[src/rtl/arp_pkg.sv]
`timescale 1ns / 1ps

package arp_pkg;

   localparam int CORDIC_STEPS = 16;   // range 8 .. 24
   localparam int ATAN_ENTRIES = 24;

   localparam int COORD_W = 24;
   localparam int ANGLE_W = 16;
   localparam int RAD_W   = 16;
   localparam int HD_W    = 16;
   localparam int IDX_W   = 2;
   localparam int STEP_W  = 5;
   localparam int TRIG_W  = 32;        // Q30 trig and Q29 angle share this width
   localparam int TRIG_FRAC = 30;
   localparam int PROD_W  = RAD_W + 1 + TRIG_W;
   localparam int SCL_W   = PROD_W + 1 - TRIG_FRAC;
   localparam int SUM_W   = COORD_W + 2;
   localparam int ARMORS  = 4;

   localparam logic signed [TRIG_W-1:0] PI_Q29      = 32'sd1686629713;
   localparam logic signed [TRIG_W-1:0] HALF_PI_Q29 = 32'sd843314857;
   localparam logic signed [TRIG_W-1:0] GAIN_Q30    = 32'sd652032874;
   localparam logic signed [PROD_W:0]   ROUND_BIAS  = 50'sd536870912;

   localparam logic signed [SUM_W-1:0] COORD_MAX = 26'sd8388607;
   localparam logic signed [SUM_W-1:0] COORD_MIN = -26'sd8388608;

   localparam logic [IDX_W-1:0] FIRST_IDX = 2'd0;
   localparam logic [IDX_W-1:0] LAST_IDX  = 2'd3;

   typedef struct packed {
      logic signed [COORD_W-1:0] cx;
      logic signed [COORD_W-1:0] cy;
      logic signed [COORD_W-1:0] cz;
      logic [RAD_W-1:0]          rh;
      logic [RAD_W-1:0]          rl;
      logic signed [HD_W-1:0]    hd;
      logic                      hi;
      logic                      flip;
   } side_type;

   typedef struct packed {
      logic [ARMORS-1:0][COORD_W-1:0] ax;
      logic [ARMORS-1:0][COORD_W-1:0] az;
      logic [COORD_W-1:0]             y_even;
      logic [COORD_W-1:0]             y_odd;
   } armor_set_type;

   function automatic logic signed [TRIG_W-1:0] atan_q29(input logic [STEP_W-1:0] i);
      logic signed [TRIG_W-1:0] r;
      case (i)
         5'd0:    r = 32'sd421657428;
         5'd1:    r = 32'sd248918915;
         5'd2:    r = 32'sd131521918;
         5'd3:    r = 32'sd66762579;
         5'd4:    r = 32'sd33510843;
         5'd5:    r = 32'sd16771758;
         5'd6:    r = 32'sd8387925;
         5'd7:    r = 32'sd4194219;
         5'd8:    r = 32'sd2097141;
         5'd9:    r = 32'sd1048575;
         5'd10:   r = 32'sd524288;
         5'd11:   r = 32'sd262144;
         5'd12:   r = 32'sd131072;
         5'd13:   r = 32'sd65536;
         5'd14:   r = 32'sd32768;
         5'd15:   r = 32'sd16384;
         5'd16:   r = 32'sd8192;
         5'd17:   r = 32'sd4096;
         5'd18:   r = 32'sd2048;
         5'd19:   r = 32'sd1024;
         5'd20:   r = 32'sd512;
         5'd21:   r = 32'sd256;
         5'd22:   r = 32'sd128;
         5'd23:   r = 32'sd64;
         default: r = 32'sd0;
      endcase
      return r;
   endfunction

   // floor((p + 2^29) / 2^30)
   function automatic logic signed [SCL_W-1:0] round_q30(input logic signed [PROD_W-1:0] p);
      logic signed [PROD_W:0] s;
      s = (PROD_W+1)'(p) + ROUND_BIAS;
      return s[PROD_W:TRIG_FRAC];
   endfunction

   function automatic logic [COORD_W-1:0] sat_add(input logic signed [COORD_W-1:0] a,
                                                  input logic signed [SCL_W-1:0] b,
                                                  input logic sub);
      logic signed [SUM_W-1:0] s;
      s = sub ? (SUM_W'(a) - SUM_W'(b)) : (SUM_W'(a) + SUM_W'(b));
      if (s > COORD_MAX) begin
         s = COORD_MAX;
      end else if (s < COORD_MIN) begin
         s = COORD_MIN;
      end
      return s[COORD_W-1:0];
   endfunction

endpackage

[src/rtl/arp_serializer.sv]
`timescale 1ns / 1ps

module arp_serializer (
   input  logic                               clock,
   input  logic                               reset,
   input  logic                               in_valid,
   input  arp_pkg::armor_set_type             in_set,
   output logic                               pipe_en,
   output logic                               rsp_valid,
   input  logic                               rsp_stall,
   output logic [arp_pkg::IDX_W-1:0]          rsp_armor_index,
   output logic [arp_pkg::COORD_W-1:0]        rsp_armor_x,
   output logic [arp_pkg::COORD_W-1:0]        rsp_armor_y,
   output logic [arp_pkg::COORD_W-1:0]        rsp_armor_z,
   output logic                               rsp_last_armor
);
   import arp_pkg::*;

   logic               valid_ff, valid_in;
   logic [IDX_W-1:0]   idx_ff, idx_in;
   armor_set_type      set_ff, set_in;
   logic               taken, done, load;

   assign taken   = valid_ff && !rsp_stall;
   assign done    = taken && (idx_ff == LAST_IDX);
   assign pipe_en = !valid_ff || done;
   assign load    = pipe_en && in_valid;

   always_comb begin
      valid_in = valid_ff;
      idx_in   = idx_ff;
      set_in   = set_ff;
      if (load) begin
         valid_in = 1'b1;
         idx_in   = FIRST_IDX;
         set_in   = in_set;
      end else if (done) begin
         valid_in = 1'b0;
      end else if (taken) begin
         idx_in = idx_ff + IDX_W'(1);
      end
   end

   always_ff @(posedge clock) begin
      if (reset) begin
         valid_ff <= 1'b0;
         idx_ff   <= FIRST_IDX;
      end else begin
         valid_ff <= valid_in;
         idx_ff   <= idx_in;
      end
   end

   always_ff @(posedge clock) begin
      set_ff <= set_in;
   end

   assign rsp_valid       = valid_ff;
   assign rsp_armor_index = idx_ff;
   assign rsp_armor_x     = set_ff.ax[idx_ff];
   assign rsp_armor_z     = set_ff.az[idx_ff];
   assign rsp_armor_y     = idx_ff[0] ? set_ff.y_odd : set_ff.y_even;
   assign rsp_last_armor  = (idx_ff == LAST_IDX);

endmodule

[config.mk]
export PLATFORM = sky130hd
export DESIGN_NAME = arp_serializer
export DESIGN_NICKNAME = d
export VERILOG_FILES = /design/src/rtl/arp_pkg.sv /design/src/rtl/arp_serializer.sv
export SDC_FILE = /design/constraint.sdc
export NUM_CORES = 1
export LEC_CHECK = 0
export ABC_CLOCK_PERIOD_IN_PS = 15400
export BUFFER_PORTS_ARGS = -buffer_cell sky130_fd_sc_hd__buf_2
export CAP_MARGIN = 40
export CORE_MARGIN = 1
export CORE_UTILIZATION = 53
export CTS_CLUSTER_SIZE = 8
export DETAILED_ROUTE_END_ITERATION = 8
export PLACE_DENSITY = 0.85
export SLEW_MARGIN = 20
export SYNTH_ARGS = -nofsm -noshare
export SYNTH_HDL_FRONTEND = slang
export SYNTH_SLANG_ARGS = --single-unit
[constraint.sdc]
create_clock -name clock -period 15.4 [get_ports clock]
set_input_delay 0.77 -clock clock [delete_from_list [all_inputs] [get_ports clock]]
set_output_delay 0.77 -clock clock [all_outputs]
set_load 0.01 [all_outputs]
# --- Word-level counts from Yosys, hierarchy flattened ---
# Cells that the tools add are included.
word_totals:
  inputBits: 244
  out_inout_bits: 77
  ff_bits: 243
  elab_cells: 32
classes:
  n_eq_ne: 1
  n_lt_le_gt_ge: 1
  n_reduce_logical: 9
  n_mux: 7
  add_sub_neg: 1
  bitwise_logic: 1
ops:
  columns: ["op", "n"]
  rows:
  - ["24-bit binary-select mux with 2-bit select", 2]
  - ["24-bit two-way mux", 3]
  - ["1-bit logical AND", 3]
  - ["2-bit by 3-bit less-than comparator with 1-bit output, second input constant", 1]
  - ["2-bit by 1-bit adder with 2-bit output, second input constant", 1]
  - ["2-bit equality test, second input constant", 1]
  - ["1-bit logical NOT", 2]
  - ["1-bit two-way mux", 2]
  - ["2-bit AND reduction", 1]
  - ["2-bit nonzero test", 1]
  - ["2-bit OR reduction", 1]
  - ["1-bit logical OR", 1]
  - ["1-bit inverter", 1]

# --- Logic depth before layout (Yosys ltp) ---
logic_depth:
  ltp_word: 6
  mapped_depth: 4
  ltp_nobuf: 4

# --- Least setup slack after synthesis ---
# No wires, ideal clock.
synth_path:
  kind: "in2reg"
  start: "in rsp_stall"
  end: "reg set_ff[0] (netlist bit), enable pin"
  setup_time_ns: 0.630
  path_slack_ns: 8.149
  cell_stages: 2
  arrival_ns: 6.621
  t_required_ns: 14.770
  path_buffers: 0
  cell_sequence: "o21ai_1 > and2_1"
synth_between:
  elab_chain_len: 5
synth_lines:
  columns: ["item", "line", "text"]
  rows:
  - ["start, declared", "arp_serializer.sv:10", "input logic rsp_stall,"]
  - ["1-bit logical NOT", "arp_serializer.sv:24", "assign taken = valid_ff && !rsp_stall;"]
  - ["1-bit logical AND", "arp_serializer.sv:24", null]
  - ["1-bit logical AND", "arp_serializer.sv:25", "assign done = taken && (idx_ff == LAST_IDX);"]
  - ["1-bit logical OR", "arp_serializer.sv:26", "assign pipe_en = !valid_ff || done;"]
  - ["1-bit logical AND", "arp_serializer.sv:27", "assign load = pipe_en && in_valid;"]
  - ["via load", "arp_serializer.sv:22", "logic taken, done, load;"]
  - ["end signal, assigned", "arp_serializer.sv:55", "set_ff <= set_in;"]
  - ["end, declared", "arp_serializer.sv:21", "armor_set_type set_ff, set_in;"]
# The timed path passes the listed nets, and every way through them passes these cells.
# A chain may end at the register's enable or synchronous reset.

# --- Final worst setup path ---
layout_path:
  start: "reg idx_ff[0], in the netlist rsp_armor_index[0]"
  end: "out rsp_armor_x[1] (netlist bit)"
layout_between:
  elab_chain_len: 2
layout_lines:
  columns: ["item", "line", "text"]
  rows:
  - ["start, declared", "arp_serializer.sv:20", "logic [IDX_W-1:0] idx_ff, idx_in;"]
  - ["start signal, assigned", "arp_serializer.sv:50", "idx_ff <= idx_in;"]
  - ["24-bit binary-select mux with 2-bit select", "arp_serializer.sv:60", "assign rsp_armor_x = set_ff.ax[idx_ff];"]
  - ["24-bit two-way mux (not written as such)", "arp_serializer.sv:60", null]
  - ["end, declared", "arp_serializer.sv:12", "output logic [arp_pkg::COORD_W-1:0] rsp_armor_x,"]
# Every way passes these cells. The select of a mux whose other input is x is not followed.

==> impl_metrics.ini <==
[setup_path]
start_kind = flip-flop
critPathMaxStageDelay_ns = 0.79
crit_chain = buf_4 > mux4_1 > buf_2
crit_required_ns = 14.63
slowest_stage = dfxtp_4
crit_path_end_kind = primary output
crit_arrival_ns = 2.77
crit_family = buffers and inverters
critPathBufInv = 2
crit_type = reg -> out
crit_fanout = 38

[route]
drt_iter0_drc = 295
vias_per_cell = 5.35
drcViolationCount = 0
first_pass_iters = 4
ant_nets = 0
vias = 4897
routedWlPerCell_um = 21.6
drt-total-wl_um = 19800

[sta]
min_period_ns = 3.54
timing.fmax_mhz = 283
fin_skew_ns = 0.0177
tightest_slew_ns = 0.744
hold_viol = 0
rsz0062_at_grt = no
slew_headroom_pct = 50.4
finalSetupViolCount = 0
setup_tns_ns = 0
finalCritPeriodShare_pct = 23.0
drv_slew = 0

[layout]
multi_input_area_um2 = 1440
final_cell_mix = buf_2 (320), edfxtp_1 (240), mux4_2 (44)
regArea_um2 = 7270
final_common_cell = buf_2
num_antenna_cells = 0
fill_cells = 966
final_util_pct = 72.6
area_growth_pct = 31.8
fin_nets = 936
drive_above_1_share_pct = 62.7

[logic_synthesis]
syn_area_um2 = 8870
yosysTopAreaCell = edfxtp_1
netlist.area_leader.share_pct = 81.2
ys_ff_latch = 243
yosysSeqAreaShare_pct = 81.9
synth_area_leaders = edfxtp_1 (81%), mux4_2 (11%), mux2_2 (3.0%)
avgSynthCellArea_um2 = 26.2
synth_fp_nets = 584
yosys_warnings = 0
synth_cells = 339
ys_types = 20

[clocking]
h-tree-depth = 2
cts.reportedPaths.clkPinSlew_ns = 0.05
ctsResizeCount = 0
root_buffer = clkbuf_16
clock-sinks = 243
clockBufferDepth = 3
cts_buffers = 36
clk_latency_ns = 0.49
cts_setup_buffers = 0
cts_hold_buf = 0
cts_tree = yes

[floorplanning]
core_area_um2 = 16100
dieArea_um2 = 17300
start_util_pct = 55.1
die_height_um = 131
row_count = 46
fp.dieW_um = 131
pin_count = 321

[status]
run_status = completed

[flow_run]
max-cap-violations = 0

[pwr]
powerDensity_nw_per_um2 = 135
peakVddDrop_mv = 0.112
finalPower_mw = 1.58
leakagePower_nw = 4.49

[grt]
antenna_found_initial = 0
grt_max_degree = 81
grt_pass1_wl_um = 29900
grt_pass1_vias = 5523
grt_remaining_overflow = 0
grt.total_usage_pct = 23.4

[hold_path]
min_path_type = in -> reg

[placement]
hpwl_um = 13200
port_buffers = 320
gp_congestion = 0.826
## power by group
group / switching (mW) / internal (mW)
registers: 0.0123 / 0.773
logic: 0.0500 / 0.0542
clock network: 0.249 / 0.444
total: 0.312 / 1.27
## path summary, 6_finish.rpt
check | start | end | slack, ns | cells past startpoint
min | in_set[142] | set_ff[142]$_DFFE_PP_ | 0.45 | 1
min reg2reg | rsp_valid$_SDFFE_PP0P_ | rsp_armor_index[1]$_SDFFE_PP0P_ | 0.71 | 2
max | rsp_armor_index[0]$_SDFFE_PP0P_ | rsp_armor_x[1] | 11.86 | 3
max reg2reg | rsp_armor_index[0]$_SDFFE_PP0P_ | set_ff[44]$_DFFE_PP_ | 11.91 | 7
## registers in the layout (all words and copies together) (netlist names)
| register | count |
|---|---|
| rsp_armor_index | 2 |
| set_ff | 240 |
| rsp_valid | 1 |
## cells by family after synthesis
group	share of synthesized area (%)
simple gates	0.212
mux	15.5
fa+ha+maj	0.141
flops	81.9
xor+xnor	0.0987
compound gates	0.282
buf+inv	1.85
## per-layer routing
| metal | part of all wire, % | vias up | global-route usage [%] |
|---|---|---|---|
| met5 | 0 | - | 0 |
| met4 | 3.6 | 0 | 11.0 |
| met3 | 9.4 | 58 | 7.75 |
| met2 | 53 | 304 | 41.3 |
| met1 | 34 | 2392 | 25.5 |
| li1 | - | 2143 | - |
## stage by stage
stage | setup WS (ns) | std cells | cell area (um^2) | hold WS (ns)
after floorplan | 8.15 | 339 | 8870 | 0.696
after global placement | 11.85 | 866 | 10600 | 0.584
after detailed placement | 11.80 | 868 | 10700 | 0.688
after CTS | 11.75 | 915 | 11700 | 0.429
after global routing | 11.62 | 916 | 11700 | 0.430
final | 11.86 | 916 | 11700 | 0.452
## cells in the mapped netlist
cell type	count
edfxtp_1	240
mux4_2	44
mux2_2	24
buf_12	4
mux4_1	4
buf_6	3
dfxtp_1	3
a211oi_1	2
buf_1	2
buf_4	2
inv_1	2
a21oi_1	1
and2_1	1
buf_2	1
buf_8	1
ha_1	1
mux2i_1	1
nor3b_2	1
o21ai_1	1
xnor2_1	1
## layout make-up
type	instances	area share, %
flip-flops and latches	243	62.2
repair buffers	327	14.5
multi-input cells	81	12.3
clock buffers	44	8.14
well taps	216	2.31
clock inverters	3	0.407
inverters	2	0.0642
Power figures use the tool's default switching activity.
