<file path="src/rtl/arp_pkg.sv">
`timescale 1ns / 1ps

package arp_pkg;

   localparam int CORDIC_STEPS = 16;   // range 8 .. 24
   localparam int ATAN_ENTRIES = 24;

   localparam int COORD_W = 24;
   localparam int ANGLE_W = 16;
   localparam int RAD_W   = 16;
   localparam int HD_W    = 16;
   localparam int IDX_W   = 2;
   localparam int STEP_W  = 5;
   localparam int TRIG_W  = 32;        // Q30 trig and Q29 angle share this width
   localparam int TRIG_FRAC = 30;
   localparam int PROD_W  = RAD_W + 1 + TRIG_W;
   localparam int SCL_W   = PROD_W + 1 - TRIG_FRAC;
   localparam int SUM_W   = COORD_W + 2;
   localparam int ARMORS  = 4;

   localparam logic signed [TRIG_W-1:0] PI_Q29      = 32'sd1686629713;
   localparam logic signed [TRIG_W-1:0] HALF_PI_Q29 = 32'sd843314857;
   localparam logic signed [TRIG_W-1:0] GAIN_Q30    = 32'sd652032874;
   localparam logic signed [PROD_W:0]   ROUND_BIAS  = 50'sd536870912;

   localparam logic signed [SUM_W-1:0] COORD_MAX = 26'sd8388607;
   localparam logic signed [SUM_W-1:0] COORD_MIN = -26'sd8388608;

   localparam logic [IDX_W-1:0] FIRST_IDX = 2'd0;
   localparam logic [IDX_W-1:0] LAST_IDX  = 2'd3;

   typedef struct packed {
      logic signed [COORD_W-1:0] cx;
      logic signed [COORD_W-1:0] cy;
      logic signed [COORD_W-1:0] cz;
      logic [RAD_W-1:0]          rh;
      logic [RAD_W-1:0]          rl;
      logic signed [HD_W-1:0]    hd;
      logic                      hi;
      logic                      flip;
   } side_type;

   typedef struct packed {
      logic [ARMORS-1:0][COORD_W-1:0] ax;
      logic [ARMORS-1:0][COORD_W-1:0] az;
      logic [COORD_W-1:0]             y_even;
      logic [COORD_W-1:0]             y_odd;
   } armor_set_type;

   function automatic logic signed [TRIG_W-1:0] atan_q29(input logic [STEP_W-1:0] i);
      logic signed [TRIG_W-1:0] r;
      case (i)
         5'd0:    r = 32'sd421657428;
         5'd1:    r = 32'sd248918915;
         5'd2:    r = 32'sd131521918;
         5'd3:    r = 32'sd66762579;
         5'd4:    r = 32'sd33510843;
         5'd5:    r = 32'sd16771758;
         5'd6:    r = 32'sd8387925;
         5'd7:    r = 32'sd4194219;
         5'd8:    r = 32'sd2097141;
         5'd9:    r = 32'sd1048575;
         5'd10:   r = 32'sd524288;
         5'd11:   r = 32'sd262144;
         5'd12:   r = 32'sd131072;
         5'd13:   r = 32'sd65536;
         5'd14:   r = 32'sd32768;
         5'd15:   r = 32'sd16384;
         5'd16:   r = 32'sd8192;
         5'd17:   r = 32'sd4096;
         5'd18:   r = 32'sd2048;
         5'd19:   r = 32'sd1024;
         5'd20:   r = 32'sd512;
         5'd21:   r = 32'sd256;
         5'd22:   r = 32'sd128;
         5'd23:   r = 32'sd64;
         default: r = 32'sd0;
      endcase
      return r;
   endfunction

   // floor((p + 2^29) / 2^30)
   function automatic logic signed [SCL_W-1:0] round_q30(input logic signed [PROD_W-1:0] p);
      logic signed [PROD_W:0] s;
      s = (PROD_W+1)'(p) + ROUND_BIAS;
      return s[PROD_W:TRIG_FRAC];
   endfunction

   function automatic logic [COORD_W-1:0] sat_add(input logic signed [COORD_W-1:0] a,
                                                  input logic signed [SCL_W-1:0] b,
                                                  input logic sub);
      logic signed [SUM_W-1:0] s;
      s = sub ? (SUM_W'(a) - SUM_W'(b)) : (SUM_W'(a) + SUM_W'(b));
      if (s > COORD_MAX) begin
         s = COORD_MAX;
      end else if (s < COORD_MIN) begin
         s = COORD_MIN;
      end
      return s[COORD_W-1:0];
   endfunction

endpackage

</file>
<file path="src/rtl/arp_cordic_stage.sv">
`timescale 1ns / 1ps

module arp_cordic_stage (
   input  logic                                clock,
   input  logic                                reset,
   input  logic                                en,
   input  logic [arp_pkg::STEP_W-1:0]          step,
   input  logic                                in_valid,
   input  logic signed [arp_pkg::TRIG_W-1:0]   in_x,
   input  logic signed [arp_pkg::TRIG_W-1:0]   in_y,
   input  logic signed [arp_pkg::TRIG_W-1:0]   in_z,
   input  arp_pkg::side_type                   in_side,
   output logic                                out_valid,
   output logic signed [arp_pkg::TRIG_W-1:0]   out_x,
   output logic signed [arp_pkg::TRIG_W-1:0]   out_y,
   output logic signed [arp_pkg::TRIG_W-1:0]   out_z,
   output arp_pkg::side_type                   out_side
);
   import arp_pkg::*;

   logic                     valid_ff;
   logic signed [TRIG_W-1:0] x_ff, y_ff, z_ff, x_in, y_in, z_in;
   logic signed [TRIG_W-1:0] x_sh, y_sh, atan;
   side_type                 side_ff;

   assign x_sh = in_x >>> step;
   assign y_sh = in_y >>> step;
   assign atan = atan_q29(step);

   // zero angle rotates the positive way
   always_comb begin
      if (!in_z[TRIG_W-1]) begin
         x_in = in_x - y_sh;
         y_in = in_y + x_sh;
         z_in = in_z - atan;
      end else begin
         x_in = in_x + y_sh;
         y_in = in_y - x_sh;
         z_in = in_z + atan;
      end
   end

   always_ff @(posedge clock) begin
      if (reset) begin
         valid_ff <= 1'b0;
      end else if (en) begin
         valid_ff <= in_valid;
      end
   end

   always_ff @(posedge clock) begin
      if (en) begin
         x_ff    <= x_in;
         y_ff    <= y_in;
         z_ff    <= z_in;
         side_ff <= in_side;
      end
   end

   assign out_valid = valid_ff;
   assign out_x     = x_ff;
   assign out_y     = y_ff;
   assign out_z     = z_ff;
   assign out_side  = side_ff;

endmodule

</file>
<file path="config.mk">
export PLATFORM = sky130hd
export DESIGN_NAME = arp_cordic_stage
export DESIGN_NICKNAME = d
export VERILOG_FILES = /design/src/rtl/arp_pkg.sv /design/src/rtl/arp_cordic_stage.sv
export SDC_FILE = /design/constraint.sdc
export NUM_CORES = 1
export LEC_CHECK = 0
export CAP_MARGIN = 20
export CORE_ASPECT_RATIO = 1.75
export CORE_MARGIN = 5
export CORE_UTILIZATION = 40
export CTS_CLUSTER_SIZE = 24
export DETAILED_ROUTE_END_ITERATION = 8
export DONT_BUFFER_PORTS = 1
export SETUP_SLACK_MARGIN = 0.3
export SLEW_MARGIN = 15
export SYNTH_ARGS = -nofsm -noshare
export SYNTH_HDL_FRONTEND = slang
export SYNTH_SLANG_ARGS = --single-unit
</file>
<file path="constraint.sdc">
create_clock -name clock -period 9.6 [get_ports clock]
set_input_delay 0.48 -clock clock [delete_from_list [all_inputs] [get_ports clock]]
set_output_delay 0.48 -clock clock [all_outputs]
set_load 0.01 [all_outputs]
</file>
After elaboration in Yosys (flattened, before gate mapping)
Memory sizes are Yosys's and may differ from the RTL's.
Cells that the tools add are included.
Storage, ports and cells
  input bits: 227
  bits in registers: 219
  memories: 1
  bits in read-only memories: 928
  bits in writable memories: 0
  latch bits: 0
Operators by class
  $add $sub $neg: 6
  divide/modulo/power cells: 0
  shift-type cells: 2
  $lt $le $gt $ge: 0
  multiply operators: 0
  reduce and logical (&&, ||, !) cells: 0
  mux-type cells: 3
  equal/unequal tests: 0
  bitwise operators: 0
Memories
  (no name shown): depth 32, bits a word 29, read ports 1, clocked after memory_dff 0, wr ports 0, line arp_pkg.sv:52  | case (i)
Operator list (count)
  32-bit adder: 3
  32-bit 2-to-1 mux: 3
  32-bit subtractor: 3
  32-bit by 5-bit >>> shifter with 32-bit output: 2

Depth between registers and ports, before layout
Gate-level depths: netlist of the first run.
  word-level depth: 3
  gate-level depth with buffers: 27

Least setup slack after synthesis of the first run
OpenSTA, ideal clock, no wires.
  path kind: in2reg
  start point: input port step[0] (netlist name)
  end point: register y_ff[31] (netlist: out_y[31]) (data pin)
  cell stages on the path: 20
  setup time: 0.266 ns
  path slack: 4.109 ns
  path buffers: 2
  data arrival time: 5.226 ns
  cells stage by stage: buf_6 > buf_4 > mux4_2 > mux2_2 > a222oi_1 > o21ai_0 > inv_1 > ha_1 > and2_1 > a31oi_1 > xor2_1 > ha_1 > a2111oi_0 > a21oi_1 > o41ai_1 > a211oi_1 > o211a_1 > o21a_1 > o41ai_1 > xnor2_1
On the way
  word-level cells in the longest chain between the ends: 3
  elaborated cells on any way between the ends: 4
  classes of those cells: add/sub (2); shift (1); mux (1)
Ends and longest elaborated chain
  start: declaration: line arp_cordic_stage.sv:7  | input logic [arp_pkg::STEP_W-1:0] step,
  32-bit by 5-bit >>> shifter with 32-bit output *: line arp_cordic_stage.sv:26  | assign x_sh = in_x >>> step;
  32-bit adder or 32-bit subtractor (tied branches): line arp_cordic_stage.sv:34, arp_cordic_stage.sv:38
  32-bit 2-to-1 mux *: line arp_cordic_stage.sv:32  | if (!in_z[TRIG_W-1]) begin
  via y_in[31]: line arp_cordic_stage.sv:22  | logic signed [TRIG_W-1:0] x_ff, y_ff, z_ff, x_in, y_in, z_in;
  end signal: assignment: line arp_cordic_stage.sv:54  | y_ff <= y_in;
  end: declaration: line arp_cordic_stage.sv:22
Mark *: on every way through the listed nets, which the timed path passes. The rest lies on a longest branch.
A chain may end at the register's enable or synchronous reset.

Final worst setup path of the first run
  start point: input port step[2] (netlist name)
  end point: register y_ff[30] (netlist: out_y[30]) (data pin)
The elaborated chain is that of the path after synthesis.

==> flow_results.org, run 1 <==
** STA
- Worst slew pin tran :: 1.16 ns
- Setup TNS after final layout :: 0 ns
- The number of pins exceeding their max-slew limit in the final report was 0.
- The final hold violation count was 0.
- RSZ-0062 raised after global routing :: no
- Fin crit share :: 0.654
- Setup-violating endpoint count in the final report :: 0
- For this run, the top clock speed supported by timing is 0.159 GHz.
- Fin Clk Skew :: 0 ns
- The worst path needs 6.28 ns of the cycle, external delays included.
- Slew headroom :: 0.220

** Layout
- Fillers :: 4380
- The library cell used most frequently in the layout, excluding fill and tap cells, is sky130_fd_sc_hd__edfxtp_1.
- Once layout is done, the placed cells without fillers occupy 19400 um2.
- The library cells used most frequently in the layout, excluding fill and tap cells, are sky130_fd_sc_hd__edfxtp_1 (218), sky130_fd_sc_hd__nor2_1 (148), sky130_fd_sc_hd__a21oi_1 (133).
- The area growth from synthesis to layout is 5.43%.
- The final layout contains 2036 nets.
- Area taken by multi-input logic gates :: 11200 um2
- Final Non-Filler Cells :: 2288
- At the end of the flow the core is filled with cells to 0.424.
- Register Area :: 6570 um2
- Of the cells placed in the final design, the portion with a size suffix greater than 1 is 0.113.

** Detailed routing
- TritonRoute pass-1 iters :: 5
- Wire length per cell :: 32.2 um
- Vias after detailed routing :: 14800
- Antenna-violating nets left :: 0
- Using the TritonRoute via totals, the vias-per-cell ratio works out to 6.47.
- For this run, design rule violations remaining after detail routing come to 0.
- Wires add up to 73600 um.
- The first routing iteration left 993 violations.

** Global route
- The initial antenna violation count came to 10.
- Summed over all layers, the global routing overflow is 0.
- The number of global-route vias before repair came to 15000.
- In the global route stage, overall resource usage came out at 0.276.
- Largest net degree at the start of global routing :: 220
- The first global-routing pass estimated 103000 um of wire.

** Synth
- The synthesized design contains 219 register bits.
- The most used flip-flop cell after synthesis is sky130_fd_sc_hd__edfxtp_1.
- During synthesis, Yosys emitted a total of 0 warnings.
- Yosys cell types :: 98
- The share of the Yosys chip area taken by registers is 0.357.
- Post-synthesis cell count :: 1736
- The number of nets in the synthesized netlist is 2082.
- Async set or reset register ratio after synthesis :: 0
- Dividing the synthesized area by the synthesized cell count gives 10.6 um2.
- In this run the cell area of the synthesized design comes to 18400 um2.
- Number of enable flip-flop cells after synthesis :: 218

** Power
- Across the VDD grid, the largest voltage drop is 0.178 mV.
- Final Power :: 3.44 mW
- Leakage power :: 7.27 nW
- Power per Cell Area :: 177 nW/um2
- Switching Power :: 1.22 mW
- Clock network power share :: 0.238
- Cell internal power was estimated by the tool at 2.22 mW.
- Sequential group share of total power :: 0.421
- Of the total power, the share spent switching nets is 0.354.
- Power share of the combinational group :: 0.341

** Worst setup path
- The largest individual stage delay along the critical path comes from the cell sky130_fd_sc_hd__a211oi_1.
- The worst setup path is launched from a primary input.
- The cell family contributing the most delay on the critical path is compound AO/OA/AOI/OAI gates.
- Along the worst path, the maximum fanout reaches 112.
- Element type at the critical path end :: flip-flop
- Number of buffer and inverter stages on the critical path :: 2
- For the worst setup path, the data required time is 9.89 ns.
- Critical Path Most Common Cell :: sky130_fd_sc_hd__nor2_1
- Cells traversed along the worst timing path :: inv_2 > buf_4 > nor2_1 > a222oi_1 > o21ai_0 > and3b_1 > nand3_2 > nor2_1 > nor2_1 > xnor2_1 > ha_1 > a21oi_1 > nor2b_1 > a211oi_1 > a31oi_1 > a311oi_1 > o21ai_0 > a31o_2 > a21oi_1 > xnor2_1
- The critical path in this run is classified as in -> reg.
- Worst path max stage delay :: 0.91 ns
- Endpoint arrival time on the critical path :: 6.57 ns

** Run
- Max-cap viol count :: 0

** Placed design
- Standard cell area after detailed placement :: 18700 um2
- The congestion estimate from routability-driven global placement came to 1.05.
- IO Port Bufs :: 0
- After detailed placement, the design holds a cell count of 2249.
- Half-perimeter wire length after detailed placement :: 58100 um

** CTS
- TritonCTS created 21 clock buffers.
- In this run the number of H-tree levels came out at 1.
- Post-CTS sizing :: 0
- Buffer cell driving the clock tree root :: sky130_fd_sc_hd__clkbuf_16
- For the worst-skew pair, the clock arrives at the later sink with an insertion delay of 0.53 ns.
- Sink count of the clock tree :: 219
- Clock-pin slew was measured on the worst setup and hold paths at 0.07 ns.
- No sink is reached through more buffers than the 3 on the longest clock path.
- Clock tree from TritonCTS :: done

** Min path
- Worst hold path class :: in -> reg

** Floorplanning
- Row cnt :: 104
- The floorplan step defined a die boundary enclosing 50600 um2.
- Height of the die :: 294 um
- Floorplan Core Area :: 45800 um2
- I/O pin cnt :: 446
- Starting density of the core :: 0.402
- Die width :: 172 um

** Status
- The run finished with clean final reports.
-- worst paths after layout --
check	depth (start not counted)	from	endpoint	slack, ns
worst max-delay path	20	step[2]	out_y[30]	3.32
worst min-delay path	0	in_side[52]	out_side[52]	0.04
worst max register to register	2	out_valid	out_valid	8.97
worst min register to register	2	out_valid	out_valid	0.57
-- state kept, by name, summed over array words and instances (netlist names) --
register and count:
out_side 122, out_x 32, out_y 32, out_z 32, out_valid 1
-- Yosys cell counts (9+ instances only) --
| library cell | number | area share |
|---|---|---|
| sky130_fd_sc_hd__and2_1 | 16 | 0.0054 |
| sky130_fd_sc_hd__edfxtp_1 | 218 | 0.36 |
| sky130_fd_sc_hd__a31oi_1 | 35 | 0.012 |
| sky130_fd_sc_hd__nand2b_1 | 24 | 0.0082 |
| sky130_fd_sc_hd__o21ai_0 | 85 | 0.023 |
| sky130_fd_sc_hd__nor2b_1 | 23 | 0.0078 |
| sky130_fd_sc_hd__o22ai_1 | 23 | 0.0078 |
| sky130_fd_sc_hd__nand4_1 | 9 | 0.0031 |
| sky130_fd_sc_hd__mux2_2 | 28 | 0.017 |
| sky130_fd_sc_hd__a21o_1 | 45 | 0.018 |
| sky130_fd_sc_hd__and3_1 | 21 | 0.0071 |
| sky130_fd_sc_hd__mux4_2 | 81 | 0.099 |
| sky130_fd_sc_hd__xnor2_1 | 99 | 0.047 |
| sky130_fd_sc_hd__ha_1 | 116 | 0.079 |
| sky130_fd_sc_hd__mux2i_1 | 54 | 0.029 |
| sky130_fd_sc_hd__clkbuf_1 | 24 | 0.0049 |
| sky130_fd_sc_hd__xor2_1 | 71 | 0.034 |
| sky130_fd_sc_hd__buf_1 | 10 | 0.0020 |
| sky130_fd_sc_hd__nand3_1 | 28 | 0.0076 |
| sky130_fd_sc_hd__inv_1 | 33 | 0.0067 |
| sky130_fd_sc_hd__o21a_1 | 25 | 0.010 |
| sky130_fd_sc_hd__nor2_1 | 148 | 0.030 |
| sky130_fd_sc_hd__o21bai_1 | 15 | 0.0061 |
| sky130_fd_sc_hd__a22oi_1 | 15 | 0.0061 |
| sky130_fd_sc_hd__nor3_1 | 22 | 0.0060 |
| sky130_fd_sc_hd__buf_2 | 25 | 0.0068 |
| sky130_fd_sc_hd__a211oi_1 | 16 | 0.0065 |
| sky130_fd_sc_hd__nand2_1 | 111 | 0.023 |
| sky130_fd_sc_hd__a21oi_1 | 133 | 0.036 |
| sky130_fd_sc_hd__buf_4 | 14 | 0.0057 |
-- per-layer routing --
| layer | vias up | GRT usage | share of wire |
|---|---|---|---|
| li1 | 6579 | - | - |
| met1 | 7137 | 0.239 | 0.29 |
| met2 | 831 | 0.528 | 0.54 |
| met3 | 250 | 0.0827 | 0.091 |
| met4 | 0 | 0.181 | 0.080 |
| met5 | - | 0 | 0 |
-- cell families after synthesis --
logic type	share of synthesized area
adders and majority gates	0.0821
muxes	0.149
buffers and inverters	0.0361
and+or+nand+nor	0.119
xor gates and xnor gates	0.0809
AOI/OAI and AO/OA	0.176
DFF	0.357
-- worst reg2reg max path, cell delays in order, from the launching register on --
cell and delay [ns]:
sky130_fd_sc_hd__dfxtp_1 0.34, sky130_fd_sc_hd__mux2i_1 0.13, sky130_fd_sc_hd__nor2_1 0.05
-- power groups by stage --
stage                     registers (mW)  logic [mW]  clock network [mW]
after detailed placement            1.48        1.15                   0
final                               1.45        1.17               0.821
after CTS                           1.46        1.16               0.848
after global routing                1.46        1.27               0.884
after global placement              1.48        1.15                   0
after floorplan                     1.42       0.887                   0
-- through the flow --
stage	setup slack (ns)	hold WS (ns)
CTS	3.59	0.00599
floorplan	4.11	0.528
global route	3.15	0.0181
detailed placement	3.02	0.556
global placement	3.06	0.554
finish	3.32	0.0360
-- layout make-up --
type                    count  area share
flip-flops and latches    219       0.338
multi-input cells        1394       0.576
well taps                 583      0.0376
clock buffers              23      0.0275
diodes                      2    0.000258
inverters                  38     0.00735
clock inverters            13     0.00638
repair buffers             16     0.00619
-- what timing repair did --
action / CTS / global route
endpoints found under the hold margin: 1 / 0
endpoints found under the setup margin: 0 / 0
setup buffers: 0 / 0
hold buffers: 1 / 0
No activity file was read; power rests on OpenSTA's default activity.
==> inputs of run 2 (changes only) <==
==> constraint.sdc (replaced) <==
create_clock -name clock -period 6 [get_ports clock]
set_input_delay 0.3 -clock clock [delete_from_list [all_inputs] [get_ports clock]]
set_output_delay 0.3 -clock clock [all_outputs]
set_load 0.01 [all_outputs]
==> run 2 against run 1 <==
Against the previous run: utilization increased by 4.0 points; die area unchanged; sequential share of layout area decreased by 2.9 points; critical path depth unchanged; critical endpoint is now out_y[31].
==> flow_results.org, run 2 (synthesis results as in run 1) <==
** Global route
- Via count of the first global-routing pass :: 15800 (+5.5%)
- Grt total ovfl :: 0 (unchanged)
- Largest net degree at the start of global routing :: 219 (-0.45%)
- The initial antenna violation count came to 3 (-7).
- Total routing resource utilization after global routing :: 0.274 (-0.00196)
- The first-pass GRT wire length was 103000 um (+0.36%).

** Detailed routing
- The post-route antenna net violation count came to 0 (unchanged).
- The vias after detailed routing is 15300 (+3.6%).
- First-iteration detailed-routing DRC count :: 1003 (+1.0%)
- The per-cell via count in the routed design is 6.15 (-4.9%).
- Sum of routed wire length over all layers :: 72800 um (-1.1%)
- The iteration count of the initial detailed-routing pass came to 6 (+1).
- Post-route DRC :: 0 (unchanged)
- The routed wirelength normalized by instance count came to 29.2 um (-9.2%).

** Layout
- The share of the core filled with cells in the final layout came to 0.464 (+0.0405).
- Area taken by multi-input logic gates :: 11200 um2 (about the same)
- The storage element area was 6570 um2 (unchanged).
- The top cell types in the final layout, fill and taps aside, are sky130_fd_sc_hd__edfxtp_1 (218), sky130_fd_sc_hd__nor2_1 (148), sky130_fd_sc_hd__a21oi_1 (133).
- Fillers :: 4261 (-2.7%)
- Number of nets in the layout :: 2245 (+10%)
- The ratio of cells with drive above 1 in the final layout is 0.142 (+0.0292).
- Layout Area Growth over Synthesis :: 15.5%
- Number of antenna diodes :: 0 (-2)
- The flip-flop count of the largest register after layout is 122 (unchanged).
- The library cell used most frequently in the layout, excluding fill and tap cells, is sky130_fd_sc_hd__edfxtp_1.
- The cell area after layout was 21300 um2 (+9.5%).
- Final Non-Filler Cells :: 2492 (+8.9%)

** Floorplanning
- Starting density of the core :: 0.402 (unchanged)
- The placeable core region came to 45800 um2 (unchanged).
- The floorplan die width was 172 um (unchanged).
- Area enclosed by the die boundary :: 50600 um2 (unchanged)
- Height of the die :: 294 um (unchanged)
- The standard-cell row count came to 104 (unchanged).
- The number of primary I/O pins came to 446 (unchanged).

** CTS
- Register clock-pin slew on the reported worst setup and hold paths :: 0.06 ns (about the same)
- TritonCTS Buffers :: 21 (unchanged)
- The number of clock sinks seen by CTS is 219 (unchanged).
- The H-tree level count was 1 (unchanged).
- Clock latency at the later pin of the worst-skew pair :: 0.53 ns (about the same)
- Clock tree from TritonCTS :: done
- Bufs on Longest Clock Path :: 3 (unchanged)
- Setup bufs post-CTS :: 0 (unchanged)
- Clock tree synthesis selected as its root buffer the cell sky130_fd_sc_hd__clkbuf_16.

** Power
- The worst vdd rail ir drop was 0.329 mV (+85%).
- The power per cell area came to 265 nW/um2 (+49%).
- The leakage power figure was 8.17 nW (+12%).

** Worst setup path
- Worst Path Required :: 6.27 ns (-3.62 ns)
- Endpoint arrival time on the critical path :: 5.95 ns (-0.62 ns)
- Maximum fanout along the worst path :: 112 (unchanged)
- Setup crit start kind :: primary input
- The worst setup path is captured at a flip-flop.
- The critical path is of the in -> reg type.

** STA
- Of the available clock period, the critical path in the final layout requires 0.947.
- FMAX :: 0.176 GHz
- Setup TNS after final layout :: 0 ns (unchanged)
- Setup repair after global routing left no endpoint under its margin.
- Fin Clk Skew :: 0 ns (unchanged)
- The final setup violation count was 0 (unchanged).
- Number of slew-limit violations in the final report :: 0 (unchanged)
- Final Hold Fails :: 0 (unchanged)
- The worst hold-check slack came to 0.126 ns (+0.0897 ns).
- The worst slew slack as a fraction of its limit was 0.279 (+0.0588).
- Min Clock Period, post-route :: 5.68 ns
- Worst slew pin tran :: 1.08 ns (-0.0811 ns)

** Placed design
- Placed instance count :: 2329 (+3.6%)
- Half-perimeter wire length after detailed placement :: 57400 um (-1.2%)
- IO Port Bufs :: 0 (unchanged)
- RD Place Congestion :: 1.04 (-1.1%)
- The cell area reported after detailed placement is 19300 um2 (+3.2%).

** Status
- The run finished with clean final reports.

** Run
- The number of max-cap violations came to 0 (unchanged).

** Min path
- In this run the worst hold path is classified as in -> reg.
run 2: cell types whose count changed in the layout (fill, tap and decap cells not counted), moves of 2 or more:
cell | before | now
sky130_fd_sc_hd__diode_2 | 2 | 0
sky130_fd_sc_hd__buf_4 | 14 | 95
sky130_fd_sc_hd__bufinv_16 | 2 | 0
sky130_fd_sc_hd__dlygate4sd3_1 | 1 | 129
sky130_fd_sc_hd__clkinv_2 | 4 | 2
run 2: what timing repair did:
item / in CTS / in global routing
setup endpoints to repair: 0 / 2
endpoints found under the hold margin: 346 / 0
gates resized for setup: 0 / 1
hold buffers: 130 / 0
run 2: final cells by class:
type | count | share of cell area
clock buffer | 23 | 0.0251
sequential | 219 | 0.309
clock inverter | 10 | 0.00318
timing repair buffer | 225 | 0.0956
multi-input combinational | 1394 | 0.526
inverter | 38 | 0.00671
tap | 583 | 0.0343
run 2: through the flow:
| stage | total power [mW] | worst slack [ns] |
|---|---|---|
| after floorplan | 3.69 | 0.689 |
| after global placement | 4.32 | 0.140 |
| after detailed placement | 4.33 | 0.0622 |
| after CTS | 5.69 | 0.603 |
| after global routing | 5.94 | 0.358 |
| final | 5.63 | 0.319 |
run 2: path summary, 6_finish.rpt:
kind                                   to  depth (start not counted)  startpoint  slack (ns)
worst max-delay path            out_y[31]                         20     step[2]        0.32
worst min-delay path             out_y[0]                          3     in_y[0]        0.13
worst max register to register  out_valid                          3   out_valid        4.81
worst min register to register  out_valid                          3   out_valid        1.13
run 2: critical path: stages:
cell and delay [ns]:
sky130_fd_sc_hd__inv_2 0.50, sky130_fd_sc_hd__mux2_2 0.40, sky130_fd_sc_hd__mux2i_1 0.45, sky130_fd_sc_hd__mux2i_1 0.30
sky130_fd_sc_hd__a2111oi_4 0.42, sky130_fd_sc_hd__nand3b_2 0.26, sky130_fd_sc_hd__nor4_4 0.44, sky130_fd_sc_hd__a21oi_1 0.15
sky130_fd_sc_hd__xnor2_1 0.16, sky130_fd_sc_hd__ha_1 0.33, sky130_fd_sc_hd__a21o_1 0.17, sky130_fd_sc_hd__a21o_1 0.16
sky130_fd_sc_hd__a21o_1 0.18, sky130_fd_sc_hd__a21o_1 0.18, sky130_fd_sc_hd__a21o_1 0.18, sky130_fd_sc_hd__or3_1 0.33
sky130_fd_sc_hd__o211a_1 0.21, sky130_fd_sc_hd__o21a_1 0.18, sky130_fd_sc_hd__o41ai_1 0.35, sky130_fd_sc_hd__xnor2_1 0.12
run 2: power by group:
part / internal, mW / total [mW] / switching [mW] / leakage, nW
combinational: 0.943 / 2.11 / 1.16 / 5.74
sequential: 2.05 / 2.32 / 0.267 / 2.14
clock: 0.641 / 1.21 / 0.570 / 0.290
total: 3.63 / 5.63 / 2.00 / 8.17
run 2: metal layers:
layer | GRT usage | share of wire
met5 | 0 | 0
met4 | 0.171 | 0.077
met3 | 0.0672 | 0.083
met2 | 0.532 | 0.54
met1 | 0.245 | 0.30
==> inputs of run 3 (changes only) <==
--- a/config.mk
+++ b/config.mk
@@ -13,7 +13,6 @@
 export DETAILED_ROUTE_END_ITERATION = 8
 export DONT_BUFFER_PORTS = 1
 export SETUP_SLACK_MARGIN = 0.3
-export SLEW_MARGIN = 15
 export SYNTH_ARGS = -nofsm -noshare
 export SYNTH_HDL_FRONTEND = slang
 export SYNTH_SLANG_ARGS = --single-unit
==> constraint.sdc (replaced) <==
create_clock -name clock -period 7 [get_ports clock]
set_input_delay 0.35 -clock clock [delete_from_list [all_inputs] [get_ports clock]]
set_output_delay 0.35 -clock clock [all_outputs]
set_load 0.01 [all_outputs]
==> run 3 against run 2 <==
Against the previous run: total power shrank 14%; register-to-register slack better by 0.99 ns; sequential cell count unchanged; clock-buffer cell count shrank 2; critical path depth increased by 3; clock skew is the same; utilization is 1.0 points lower; first-iteration DRC count rose by 19%; non-clock buffer count is 70 lower; sequential share of layout area increased by 0.69 points; highest routed layer unchanged; design area shrank 2.2%; wire length up 0.74%.
==> flow_results.org, run 3 (synthesis results as in run 1) <==
** Power
- Peak supply drop :: 0.253 mV (-23%)
- The combinational share of power was 0.354 (-0.020).
- Internal cell power :: 3.09 mW (-15%)
- Sequential group share of total power :: 0.412 (about the same)
- The power share of the clock group was 0.234 (+0.019).
- The switching power as a share of total power is 0.361 (+0.00583).
- The post-layout total power was 4.83 mW (-14%).
- Power per Cell Area :: 232 nW/um2 (-12%)
- The leakage power figure was 7.88 nW (-3.6%).
- Switching Power :: 1.74 mW (-13%)

** Layout
- Number of flip-flops in the largest register :: 122 (unchanged)
- The ratio of cells with drive above 1 in the final layout is 0.113 (-0.0286).
- Most common cell after layout, fill and taps aside :: sky130_fd_sc_hd__edfxtp_1
- The count of non-filler cells in the finished layout came to 2427 (-2.6%).
- Layout Area Growth over Synthesis :: 13.0%
- Number of nets in the layout :: 2175 (-3.1%)
- Final cell area excluding filler cells :: 20800 um2 (-2.2%)
- Commonest cells after routing, fill and taps aside :: sky130_fd_sc_hd__edfxtp_1 (218), sky130_fd_sc_hd__nor2_1 (148), sky130_fd_sc_hd__a21oi_1 (133)
- Number of antenna diodes :: 0 (unchanged)

** Global route
- The total overflow reported by the global router is 0 (unchanged).
- Via count of the first global-routing pass :: 15600 (-0.80%)
- The initial antenna violation count came to 2 (-1).
- Largest net degree at the start of global routing :: 201 (-8.2%)
- The total routing usage reported by global routing came to 0.276 (+0.00225).
- The first-pass GRT wire length is 103000 um (+0.42%).

** Floorplanning
- The standard-cell row count came to 104 (unchanged).
- The number of primary I/O pins is 446 (unchanged).
- The placeable core region is 45800 um2 (unchanged).
- The initial core utilization was 0.402 (unchanged).
- Die width :: 172 um (unchanged)
- Height of the die :: 294 um (unchanged)
- The area of the die was 50600 um2 (unchanged).

** Worst setup path
- The depth of the most critical reg-to-reg path came to 3 (unchanged).
- Worst setup path category :: in -> reg
- Worst Path Required :: 7.29 ns (+1.02 ns)
- Startpoint of the most critical register-to-register path :: out_valid
- Crit path to :: out_y[30]
- Critical Path Most Common Cell :: sky130_fd_sc_hd__buf_4
- Maximum fanout along the worst path :: 112 (unchanged)
- Element type at the critical path end :: flip-flop
- Endpoint arrival time on the critical path :: 6.34 ns (+0.39 ns)
- Number of buffer and inverter stages on the critical path :: 4 (+3)
- The worst setup path is launched from a primary input.
- Origin of the worst setup path :: step[2]
- Slowest cell on crit path :: sky130_fd_sc_hd__a221oi_1
- Setup slack of the worst register-to-register path :: 5.80 ns (+0.99 ns)
- Worst path max stage delay :: 0.66 ns (+0.16 ns)
- Grouping stages by cell kind, the critical path spends the most delay in compound AO/OA/AOI/OAI gates.
- Cell count along the critical path :: 23 (+15%)
- In this run the critical register-to-register path is captured at out_valid.
- The signal on the critical path passes through inv_2 > mux2i_1 > o22ai_1 > a221oi_1 > ha_1 > nand2_1 > nor3_1 > buf_4 > nor2_1 > xnor2_1 > ha_1 > a21o_1 > a21oi_1 > nor2b_1 > a211oi_1 > buf_4 > a31oi_1 > buf_4 > a311oi_1 > o21ai_0 > a31o_2 > a21oi_1 > xnor2_1.

** CTS
- The worst-skew pair later-pin latency was 0.53 ns (about the same).
- TritonCTS Buffers :: 21 (unchanged)
- TritonCTS built the clock tree.
- The H-tree level count came to 1 (unchanged).
- Sink count of the clock tree :: 219 (unchanged)
- The clock tree buffer depth is 3 (unchanged).
- Buffer cell driving the clock tree root :: sky130_fd_sc_hd__clkbuf_16
- The post-CTS clock slew at the launch and capture registers of the worst setup and hold paths was 0.07 ns (about the same).

** STA
- Final Hold Fails :: 0 (unchanged)
- The slew at the pin with the worst max-slew slack is 1.13 ns (+0.0431 ns).
- Derived from the worst setup path, the maximum achievable clock frequency is 0.165 GHz.
- The aggregate negative setup slack came to 0 ns (unchanged).
- After layout, the minimum clock period comes to 6.06 ns.
- Final Hold Slack :: 0.0519 ns (-0.0737 ns)
- Of the available clock period, the critical path in the final layout requires 0.865.
- The number of pins exceeding their max-slew limit in the final report came to 0 (unchanged).
- The final setup skew came to 0 ns (unchanged).
- Slew headroom :: 0.250 (-0.0287)
- Setup repair after global routing left no endpoint under its margin.
- The final setup violation count came to 0 (unchanged).

** Min path
- Worst hold path class :: in -> reg

** Placed design
- IO Port Bufs :: 0 (unchanged)
- Half-perimeter wire length after detailed placement :: 56500 um (-1.7%)
- RD Place Congestion :: 1.03 (-1.0%)
- The post-placement cell count was 2261 (-2.9%).
- The cell area reported after detailed placement came to 18800 um2 (-2.7%).

** Detailed routing
- First-iteration detailed-routing DRC count :: 1194 (+19%)
- The iteration count of the initial detailed-routing pass came to 7 (+1).
- Sum of routed wire length over all layers :: 73300 um (+0.74%)
- Antenna-violating nets left :: 0 (unchanged)
- Wire length per cell :: 30.2 um (+3.4%)
- Via-per-instance ratio :: 6.29 (+2.4%)
- Vias after detailed routing :: 15300 (-0.31%)
- Post-route DRC :: 0 (unchanged)

** Run
- Max-cap viol count :: 0 (unchanged)

** Status
- The flow ran to the end, and the final reports show no timing, DRC or antenna violations.
run 3: cell types whose count changed in the layout (fill, tap and decap cells not counted), moves of 2 or more:
cell                            before  now
sky130_fd_sc_hd__buf_4              95   27
sky130_fd_sc_hd__clkbuf_1            2    0
sky130_fd_sc_hd__inv_6               2    4
sky130_fd_sc_hd__clkinv_2            2    5
sky130_fd_sc_hd__dlygate4sd3_1     129  126
run 3: power by group through the flow:
stage               combinational, mW  sequential (mW)  clock [mW]
global placement                 1.58             2.03           0
detailed placement               1.58             2.03           0
global route                     1.85             2.01        1.23
floorplan                        1.22             1.94           0
CTS                              1.69             2.01        1.18
finish                           1.71             1.99        1.13
run 3: how the worst min path moves through the flow:
stage | from | end | slack, ns | cells past startpoint
6_report | in_x[1] | out_x[1] | 0.05 | 1
5_1_grt | in_x[1] | out_x[1] | 0.03 | 1
4_1_cts | in_z[1] | out_z[1] | 0.02 | 1
3_5_place_dp | reset | out_valid | 0.43 | 1
3_3_place_gp | reset | out_valid | 0.42 | 1
2_1_floorplan | reset | out_valid | 0.42 | 1
run 3: timing repair:
item                      CTS  global route
hold buffers              128             0
gates resized for setup     0             0
buffers inserted            0             0
hold endpoints to repair  325             0
run 3: worst reg2reg max path: stages (launching register included):
cell	delay, ns
sky130_fd_sc_hd__dfxtp_1	0.35
sky130_fd_sc_hd__mux2i_1	0.15
sky130_fd_sc_hd__nor2_1	0.05
sky130_fd_sc_hd__dlygate4sd3_1	0.54
run 3: area by class of cell:
| type | instances | area [um2] |
|---|---|---|
| multi-input combinational | 1394 | 11200 |
| timing repair buffer | 155 | 1510 |
| tap | 583 | 729 |
| inverter | 38 | 143 |
| clock inverter | 17 | 143 |
| clock buffer | 21 | 526 |
| fill | 4262 | 25000 |
| sequential | 219 | 6570 |
run 3: through the flow:
step                utilization  worst slack, ns
floorplan                     -             1.64
global placement          0.411            0.641
detailed placement        0.411            0.684
CTS                       0.454             1.23
global route              0.454            0.769
finish                    0.454            0.944
run 3: layer usage:
metal / vias to the layer above / GRT usage / share of wire
li1: 6841 / - / -
met1: 7373 / 0.256 / 0.30
met2: 836 / 0.523 / 0.53
met3: 227 / 0.0707 / 0.087
met4: 0 / 0.173 / 0.078
met5: - / 0 / 0
